--- src/rtl/i2cm_pkg.sv ---
// shared types and constants for the i2c master byte engine
package i2cm_pkg;

   localparam int HALF_WIDTH   = 8;
   localparam int DELAY_WIDTH  = 8;
   localparam int QUEUE_DEPTH  = 4;
   localparam int QADDR_WIDTH  = $clog2(QUEUE_DEPTH);
   localparam int QCOUNT_WIDTH = $clog2(QUEUE_DEPTH + 1);
   localparam int BYTE_BITS    = 8;

   localparam logic [HALF_WIDTH-1:0] HALF_PERIOD_RESET = HALF_WIDTH'(20);

   localparam logic [1:0] CMD_START = 2'd0;
   localparam logic [1:0] CMD_STOP  = 2'd1;
   localparam logic [1:0] CMD_WRITE = 2'd2;
   localparam logic [1:0] CMD_READ  = 2'd3;

   localparam logic [2:0] PH_IDLE    = 3'd0;
   localparam logic [2:0] PH_ST_A    = 3'd1;
   localparam logic [2:0] PH_ST_B    = 3'd2;
   localparam logic [2:0] PH_SP_A    = 3'd3;
   localparam logic [2:0] PH_SP_B    = 3'd4;
   localparam logic [2:0] PH_SP_C    = 3'd5;
   localparam logic [2:0] PH_CK_LOW  = 3'd6;
   localparam logic [2:0] PH_CK_HIGH = 3'd7;

   // registered by the front stage: command decoded to request flags, at most one set
   typedef struct packed {
      logic       sda_in;
      logic       start_req;
      logic       stop_req;
      logic       write_req;
      logic       read_req;
      logic [7:0] tx_byte;
      logic       send_nack;
   } item_type;

   typedef struct packed {
      logic [7:0] rx_byte;
      logic       ack_received;
      logic       done_res;
      logic       busy_res;
      logic       sda_out;
      logic       scl_out;
   } result_type;

endpackage

--- src/rtl/i2cm_front.sv ---
// front stage: takes requests and decodes the command
module i2cm_front
   import i2cm_pkg::*;
(
   input  logic       clock,
   input  logic       reset,
   input  logic       in_valid,
   output logic       in_ready,
   input  logic       sda_in,
   input  logic       cmd_valid,
   input  logic [1:0] command,
   input  logic [7:0] tx_byte,
   input  logic       send_nack,
   output logic       out_valid,
   input  logic       out_ready,
   output item_type   out_item
);

   logic     valid_ff, valid_in;
   item_type item_ff, item_in;

   assign in_ready = !valid_ff || out_ready;

   always_comb begin
      item_in           = item_ff;
      valid_in          = valid_ff;
      if (in_ready) begin
         valid_in           = in_valid;
         item_in.sda_in     = sda_in;
         item_in.start_req  = cmd_valid && (command == CMD_START);
         item_in.stop_req   = cmd_valid && (command == CMD_STOP);
         item_in.write_req  = cmd_valid && (command == CMD_WRITE);
         item_in.read_req   = cmd_valid && (command == CMD_READ);
         item_in.tx_byte    = tx_byte;
         item_in.send_nack  = send_nack;
      end
   end

   always_ff @(posedge clock) begin
      if (reset) begin
         valid_ff <= 1'b0;
      end else begin
         valid_ff <= valid_in;
      end
      item_ff <= item_in;
   end

   assign out_valid = valid_ff;
   assign out_item  = item_ff;

endmodule

--- src/rtl/i2cm_queue.sv ---
// short queue between the front and back stages
module i2cm_queue
   import i2cm_pkg::*;
(
   input  logic     clock,
   input  logic     reset,
   input  logic     push_valid,
   output logic     push_ready,
   input  item_type push_item,
   output logic     pop_valid,
   input  logic     pop_ready,
   output item_type pop_item
);

   item_type                mem [QUEUE_DEPTH];
   logic [QADDR_WIDTH-1:0]  wr_ptr_ff, rd_ptr_ff;
   logic [QCOUNT_WIDTH-1:0] count_ff;
   logic                    push, pop;

   assign push_ready = (count_ff != QCOUNT_WIDTH'(QUEUE_DEPTH));
   assign pop_valid  = (count_ff != '0);
   assign push       = push_valid && push_ready;
   assign pop        = pop_valid && pop_ready;
   assign pop_item   = mem[rd_ptr_ff];

   always_ff @(posedge clock) begin
      if (push) begin
         mem[wr_ptr_ff] <= push_item;
      end
   end

   always_ff @(posedge clock) begin
      if (reset) begin
         wr_ptr_ff <= '0;
         rd_ptr_ff <= '0;
         count_ff  <= '0;
      end else begin
         if (push) begin
            wr_ptr_ff <= wr_ptr_ff + 1'b1;
         end
         if (pop) begin
            rd_ptr_ff <= rd_ptr_ff + 1'b1;
         end
         if (push && !pop) begin
            count_ff <= count_ff + 1'b1;
         end else if (pop && !push) begin
            count_ff <= count_ff - 1'b1;
         end
      end
   end

endmodule

--- src/rtl/i2cm_back.sv ---
// back stage: bus sequencer, one tick per request while the result side is not stalled, with registered result
module i2cm_back
   import i2cm_pkg::*;
(
   input  logic                  clock,
   input  logic                  reset,
   input  logic                  csr_wr_en,
   input  logic [HALF_WIDTH-1:0] csr_wr_data,
   input  logic                  in_valid,
   output logic                  in_ready,
   input  item_type              in_item,
   output logic                  out_valid,
   input  logic                  out_ready,
   output result_type            out_result
);

   logic [HALF_WIDTH-1:0]  half_ff;
   logic [2:0]             phase_ff, phase_in;
   logic [DELAY_WIDTH-1:0] delay_ff, delay_in, delay_load, delay_dec;
   logic [3:0]             bit_ff, bit_in;
   logic [7:0]             shift_ff, shift_in, rx_ff, rx_in;
   logic                   scl_ff, scl_in, sda_ff, sda_in;
   logic                   ack_ff, ack_in, nack_ff, nack_in;
   logic [1:0]             cmd_ff, cmd_in;
   logic                   done;
   logic                   rsp_valid_ff;
   result_type             rsp_ff;
   logic                   take;

   assign in_ready = !rsp_valid_ff || out_ready;
   assign take     = in_valid && in_ready;

   assign delay_load = (DELAY_WIDTH'(half_ff) == '0) ? DELAY_WIDTH'(1) : DELAY_WIDTH'(half_ff);
   assign delay_dec  = (delay_ff != '0) ? delay_ff - 1'b1 : delay_ff;

   always_comb begin
      phase_in = phase_ff;
      delay_in = delay_ff;
      bit_in   = bit_ff;
      shift_in = shift_ff;
      rx_in    = rx_ff;
      scl_in   = scl_ff;
      sda_in   = sda_ff;
      ack_in   = ack_ff;
      nack_in  = nack_ff;
      cmd_in   = cmd_ff;
      done     = 1'b0;
      if (phase_ff == PH_IDLE) begin
         if (in_item.start_req) begin
            cmd_in   = CMD_START;
            delay_in = delay_load;
            sda_in   = 1'b1;
            scl_in   = 1'b1;
            phase_in = PH_ST_A;
         end else if (in_item.stop_req) begin
            cmd_in   = CMD_STOP;
            delay_in = delay_load;
            sda_in   = 1'b0;
            scl_in   = 1'b0;
            phase_in = PH_SP_A;
         end else if (in_item.write_req) begin
            cmd_in   = CMD_WRITE;
            delay_in = delay_load;
            shift_in = in_item.tx_byte;
            bit_in   = '0;
            sda_in   = in_item.tx_byte[7];
            phase_in = PH_CK_LOW;
         end else if (in_item.read_req) begin
            cmd_in   = CMD_READ;
            delay_in = delay_load;
            shift_in = '0;
            bit_in   = '0;
            nack_in  = in_item.send_nack;
            sda_in   = 1'b1;
            phase_in = PH_CK_LOW;
         end
      end else if (delay_dec != '0) begin
         delay_in = delay_dec;
      end else begin
         delay_in = delay_load;
         unique case (phase_ff)
            PH_ST_A: begin
               sda_in   = 1'b0;
               phase_in = PH_ST_B;
            end
            PH_ST_B: begin
               delay_in = delay_dec;
               scl_in   = 1'b0;
               phase_in = PH_IDLE;
               done     = 1'b1;
            end
            PH_SP_A: begin
               scl_in   = 1'b1;
               phase_in = PH_SP_B;
            end
            PH_SP_B: begin
               sda_in   = 1'b1;
               phase_in = PH_SP_C;
            end
            PH_CK_LOW: begin
               scl_in   = 1'b1;
               phase_in = PH_CK_HIGH;
            end
            PH_CK_HIGH: begin
               scl_in   = 1'b0;
               phase_in = PH_CK_LOW;
               if (bit_ff >= 4'(BYTE_BITS)) begin
                  // acknowledge clock finished
                  delay_in = delay_dec;
                  phase_in = PH_IDLE;
                  done     = 1'b1;
                  if (cmd_ff == CMD_WRITE) begin
                     ack_in = !in_item.sda_in;
                  end else begin
                     sda_in = 1'b1;
                  end
               end else if (cmd_ff == CMD_WRITE) begin
                  shift_in = {shift_ff[6:0], 1'b0};
                  bit_in   = bit_ff + 1'b1;
                  sda_in   = (bit_ff == 4'(BYTE_BITS - 1)) ? 1'b1 : shift_ff[6];
               end else begin
                  shift_in = {shift_ff[6:0], in_item.sda_in};
                  bit_in   = bit_ff + 1'b1;
                  if (bit_ff == 4'(BYTE_BITS - 1)) begin
                     rx_in  = {shift_ff[6:0], in_item.sda_in};
                     sda_in = nack_ff;
                  end
               end
            end
            default: begin
               // stop tail and any stray code end the command
               delay_in = delay_dec;
               phase_in = PH_IDLE;
               done     = 1'b1;
            end
         endcase
      end
   end

   always_ff @(posedge clock) begin
      if (reset) begin
         half_ff      <= HALF_PERIOD_RESET;
         phase_ff     <= PH_IDLE;
         delay_ff     <= '0;
         bit_ff       <= '0;
         shift_ff     <= '0;
         rx_ff        <= '0;
         scl_ff       <= 1'b1;
         sda_ff       <= 1'b1;
         ack_ff       <= 1'b0;
         nack_ff      <= 1'b0;
         cmd_ff       <= CMD_START;
         rsp_valid_ff <= 1'b0;
      end else begin
         if (csr_wr_en) begin
            half_ff <= csr_wr_data;
         end
         if (take) begin
            phase_ff <= phase_in;
            delay_ff <= delay_in;
            bit_ff   <= bit_in;
            shift_ff <= shift_in;
            rx_ff    <= rx_in;
            scl_ff   <= scl_in;
            sda_ff   <= sda_in;
            ack_ff   <= ack_in;
            nack_ff  <= nack_in;
            cmd_ff   <= cmd_in;
         end
         if (in_ready) begin
            rsp_valid_ff <= in_valid;
         end
      end
   end

   always_ff @(posedge clock) begin
      if (take) begin
         rsp_ff.scl_out      <= scl_in;
         rsp_ff.sda_out      <= sda_in;
         rsp_ff.busy_res     <= (phase_in != PH_IDLE);
         rsp_ff.done_res     <= done;
         rsp_ff.ack_received <= ack_in;
         rsp_ff.rx_byte      <= rx_in;
      end
   end

   assign out_valid  = rsp_valid_ff;
   assign out_result = rsp_ff;

endmodule

--- src/rtl/i2c_master_byte_engine.sv ---
// top level of the i2c master byte engine
//
//  channel | dir | handshake            | payload
//  req     | in  | req_tvalid/tready    | tdata: sda_in, tx_byte, send_nack; tuser: cmd_valid, command
//  rsp     | out | rsp_tvalid/tready    | tdata: scl_out, sda_out, busy, done, ack, rx_byte
//  csr     | in  | csr_wr_en            | csr_wr_data: half_period
//
// one request per clock while rsp_tready takes results, each giving exactly one result;
// path: front decode register, queue, then the sequencer's result register.
// the queue holds four requests, so the front keeps taking requests while the
// result side stalls until the queue and front register are full.
// synchronous reset clears all control state; half_period returns to 20.
module i2c_master_byte_engine
   import i2cm_pkg::*;
(
   input  logic                  clock,
   input  logic                  reset,
   input  logic                  req_tvalid,
   output logic                  req_tready,
   input  logic [15:0]           req_tdata,   // sda_in, tx_byte[7:0], send_nack, zeros
   input  logic [2:0]            req_tuser,   // cmd_valid, command[1:0]
   output logic                  rsp_tvalid,
   input  logic                  rsp_tready,
   output logic [15:0]           rsp_tdata,   // scl_out, sda_out, busy_res, done_res,
                                              // ack_received, rx_byte[7:0], zeros
   input  logic                  csr_wr_en,
   input  logic [HALF_WIDTH-1:0] csr_wr_data
);

   logic       front_valid, front_ready, back_valid, back_ready;
   item_type   front_item, back_item;
   result_type result;

   i2cm_front u_front (
      .clock     (clock),
      .reset     (reset),
      .in_valid  (req_tvalid),
      .in_ready  (req_tready),
      .sda_in    (req_tdata[0]),
      .cmd_valid (req_tuser[0]),
      .command   (req_tuser[2:1]),
      .tx_byte   (req_tdata[8:1]),
      .send_nack (req_tdata[9]),
      .out_valid (front_valid),
      .out_ready (front_ready),
      .out_item  (front_item)
   );

   i2cm_queue u_queue (
      .clock      (clock),
      .reset      (reset),
      .push_valid (front_valid),
      .push_ready (front_ready),
      .push_item  (front_item),
      .pop_valid  (back_valid),
      .pop_ready  (back_ready),
      .pop_item   (back_item)
   );

   i2cm_back u_back (
      .clock       (clock),
      .reset       (reset),
      .csr_wr_en   (csr_wr_en),
      .csr_wr_data (csr_wr_data),
      .in_valid    (back_valid),
      .in_ready    (back_ready),
      .in_item     (back_item),
      .out_valid   (rsp_tvalid),
      .out_ready   (rsp_tready),
      .out_result  (result)
   );

   assign rsp_tdata = {3'b000, result.rx_byte, result.ack_received, result.done_res,
                       result.busy_res, result.sda_out, result.scl_out};

endmodule

--- config.mk ---
export PLATFORM = sky130hd
export DESIGN_NAME = i2c_master_byte_engine
export DESIGN_NICKNAME = d
export VERILOG_FILES = /design/src/rtl/i2cm_pkg.sv /design/src/rtl/i2cm_front.sv /design/src/rtl/i2cm_queue.sv /design/src/rtl/i2cm_back.sv /design/src/rtl/i2c_master_byte_engine.sv
export SDC_FILE = /design/constraint.sdc
export NUM_CORES = 1
export LEC_CHECK = 0
export BUFFER_PORTS_ARGS = -buffer_cell sky130_fd_sc_hd__buf_2
export CAP_MARGIN = 40
export CORE_ASPECT_RATIO = 0.7
export CORE_MARGIN = 8
export CORE_UTILIZATION = 56
export DETAILED_ROUTE_END_ITERATION = 7
export PLACE_DENSITY = 0.75
export SETUP_SLACK_MARGIN = 0.05
export SYNTH_ARGS = -nofsm -noshare
export SYNTH_HDL_FRONTEND = slang
export SYNTH_HIERARCHICAL = 1
export SYNTH_SLANG_ARGS = --single-unit
--- constraint.sdc ---
create_clock -name clock -period 3.51 [get_ports clock]
set_input_delay 0 -clock clock [delete_from_list [all_inputs] [get_ports clock]]
set_output_delay 0 -clock clock [all_outputs]
set_load 0.02 [all_outputs]
==> summary.txt <==
clk_lat worst skew: 0.41 ns
Crit. End Element: flip-flop
crit path DAT: 3.38 ns
via count: 4260
total CTS buffers: 17
RSZ-0062 raised after global routing: false
DR pass1 iterations: 5
clock power share: 27.6%
Tmin final: 3.22 ns
maximum VDD drop: 0.434 mV
Initial Util: 56.7%
maximum number of pins on one net before global-route repair: 51
vias in the first global route: 4310
Die Area: 14700 um^2
drt total wl: 12800 um
DR iter-0 viols: 383
Clock Skews: 0.00696 ns
EDFF count, synth: 83
vias per inst: 5.72
IO Port Bufs: 40
Die Span Y: 104 um
Syn Area/Cell: 12.2 um^2
Synth area leaders: edfxtp_1 40%, dfxtp_1 18%, mux4_2 3.6%
Cell Area, Synth: 6180 um^2
antenna cell count: 0
Die W: 142 um
Hold WC Path Type: input port to flip-flop
Final Worst Setup Slack: 0.291 ns
post-CTS resize count: 0
Worst Path Max Fanout: 9
Worst Reg2Reg Path Length in Cells: 8
gr usage total: 17.9%
dominant register cell in the synthesized netlist: edfxtp_1
row count: 32
R2R Path Start: u_back/delay_ff[0]
CP startpoint kind: flip-flop
reg-to-reg slack, setup: 0.29 ns
Reg power frac: 38.4%
CTS root buf: clkbuf_16
dpl ws: 0.326 ns
yosys warns: 6
Int Pwr: 3.77 mW
Residual DRC: 0
CP Class: flip-flop to flip-flop
Worst Max-Slew Pin Slew: 0.988 ns
Synth async-reset ratio: 0%
clk sinks: 138
Area Overhead vs Synth: 19.4%
CTS clk-pin slew, worst paths: 0.06 ns
Layout Nets: 620
fraction of power spent switching nets: 37.3%
hold depth: 3
Yosys cell types: 71
clk buf depth: 2
status: finished clean
Detailed Place HPWL: 8210 um
Tcrit/Tclk final: 91.7%
final setup fails: 0
Gate Count Post-Synth: 507
Net Sw Power: 2.24 mW
logic gate share of total power: 34.0%
worst hold path endpoint: u_back/half_ff[6]
Worst R2R End: u_back/out_result[7]
Leakage: 2.74 nW
CTS tree: yes
Power Dens Cells: 815 nW/um^2
Post-CTS Setup Bufs: 0
FMAX: 311 MHz
number of max-cap violations: 0
grt ovf: 0
TNS Setup: 0 ns
global-route wire length before repair: 21100 um
register area share after synthesis: 58.1%
Ports: 50
htree depth: 4
Worst Path Required: 3.67 ns
Rel. slew slack: 33.8%
CTS Hold Bufs: 32
count of final hold-check violations: 0
GPL Wtd Cong: 0.847
Yosys top cell area share: 40.3%
synthesis-stage register bit count: 138
initial antenna violation count: 0
core footprint: 10900 um^2
final slew viol count: 0
min-delay src: csr_wr_en
largest area contributor in the netlist: edfxtp_1
DR WL/cell: 17.1 um
layout cells sized above 1: 18.8%
post-route ant nets: 0
layout by cell type (no fill, tap or decap), types with 12 or more instances in the layout:
cell	instances
edfxtp_1	83
nor2_1	56
dfxtp_1	55
buf_2	40
dlygate4sd3_1	32
a21oi_1	32
nand2_1	28
nor3_1	19
mux2i_1	19
o21ai_0	18
clkbuf_16	17
inv_1	13
and3_1	12
per-stage QoR:
stage,hold WS (ns),utilization [%],cell area [um^2],total power [mW],cells
2_1_floorplan,0.0624,-,6190,3.79,509
3_3_place_gp,0.178,59.5,6480,4.22,680
3_5_place_dp,0.178,59.7,6500,4.29,681
4_1_cts,0.00694,67.7,7380,6.01,745
5_1_grt,0.0543,67.7,7380,6.35,745
6_report,0.0390,67.7,7380,6.01,745
worst max path at each step:
stage | start | end | cells after the start
after floorplan | u_back/delay_ff[0] | u_back/out_result[10] | 10
final | u_back/delay_ff[0] | u_back/out_result[7] | 8
after detailed placement | u_back/delay_ff[1] | u_back/out_result[10] | 8
after global placement | u_back/delay_ff[0] | u_back/out_result[8] | 8
after global routing | u_back/delay_ff[1] | u_back/out_result[5] | 8
after CTS | u_back/delay_ff[0] | u_back/out_result[5] | 8
registers in the layout (all words and copies together), names as in the netlist, 2 cells and up, named ones only:
register / count
u_queue/mem: 56
u_front/out_item: 14
u_back/out_result: 13
u_back/delay_ff: 8
u_back/half_ff: 8
u_back/rx_ff: 8
u_back/shift_ff: 7
u_back/bit_ff: 4
u_back/phase_ff: 3
u_queue/count_ff: 3
u_back/cmd_ff: 2
u_queue/rd_ptr_ff: 2
u_queue/wr_ptr_ff: 2
area by class of cell:
class | instances | area, um^2
inverter | 14 | 52.6
multi-input combinational | 327 | 2380
tap | 153 | 191
fill | 804 | 3510
sequential | 138 | 3590
clock buffer | 17 | 425
clock inverter | 15 | 135
timing repair buffer | 81 | 601
cells in the mapped netlist (3+ instances only):
cell type and count:
a211o_1 3, a211oi_1 8, a21oi_1 32, a311oi_1 4
a31oi_1 5, and2_1 4, and3_1 12, buf_2 3
buf_4 4, clkbuf_1 19, dfxtp_1 55, edfxtp_1 83
ha_1 8, inv_1 13, mux2_4 8, mux2i_1 19
mux4_1 4, mux4_2 10, nand2_1 28, nand2b_1 6
nand3_1 9, nor2_1 56, nor2b_1 7, nor3_1 19
nor3b_1 3, o21ai_0 18, or3_1 9, xor2_1 5
cell families (layout without fill, tap and decap cells):
family                     after synthesis  count (layout)  synth area share, %
other                                    1               3               0.0607
buffers and inverters                   44             127                 3.48
adders and majority gates                9               9                 1.94
muxes                                   43              43                 10.7
and+or+nand+nor                        169             169                 14.3
DFF                                    138             138                 58.1
AOI/OAI and AO/OA                       96              96                 10.4
xor gates and xnor gates                 7               7                0.992
critical path, stage by stage (launching register included):
cell and delay [ns]:
dfxtp_1 0.40, inv_1 0.09, ha_1 0.26, nor4b_4 0.33
xnor2_1 0.20, or3_1 0.36, or2_1 0.32, or3_1 0.62
mux2_4 0.38
power groups by stage:
stage,clock (mW),combinational (mW),sequential (mW)
finish,1.66,2.04,2.31
global route,1.76,2.24,2.35
CTS,1.69,2.01,2.30
detailed placement,0,1.96,2.33
global placement,0,1.90,2.32
floorplan,0,1.50,2.29
layer usage:
| metal | global-route usage (%) | up-vias | routed length (um) |
|---|---|---|---|
| met3 | 5.23 | 23 | 873 |
| li1 | - | 2033 | - |
| met4 | 5.12 | 0 | 163 |
| met5 | 0 | - | 0 |
| met2 | 29.1 | 146 | 6070 |
| met1 | 22.8 | 2058 | 5640 |
Power figures use the tool's default switching activity.
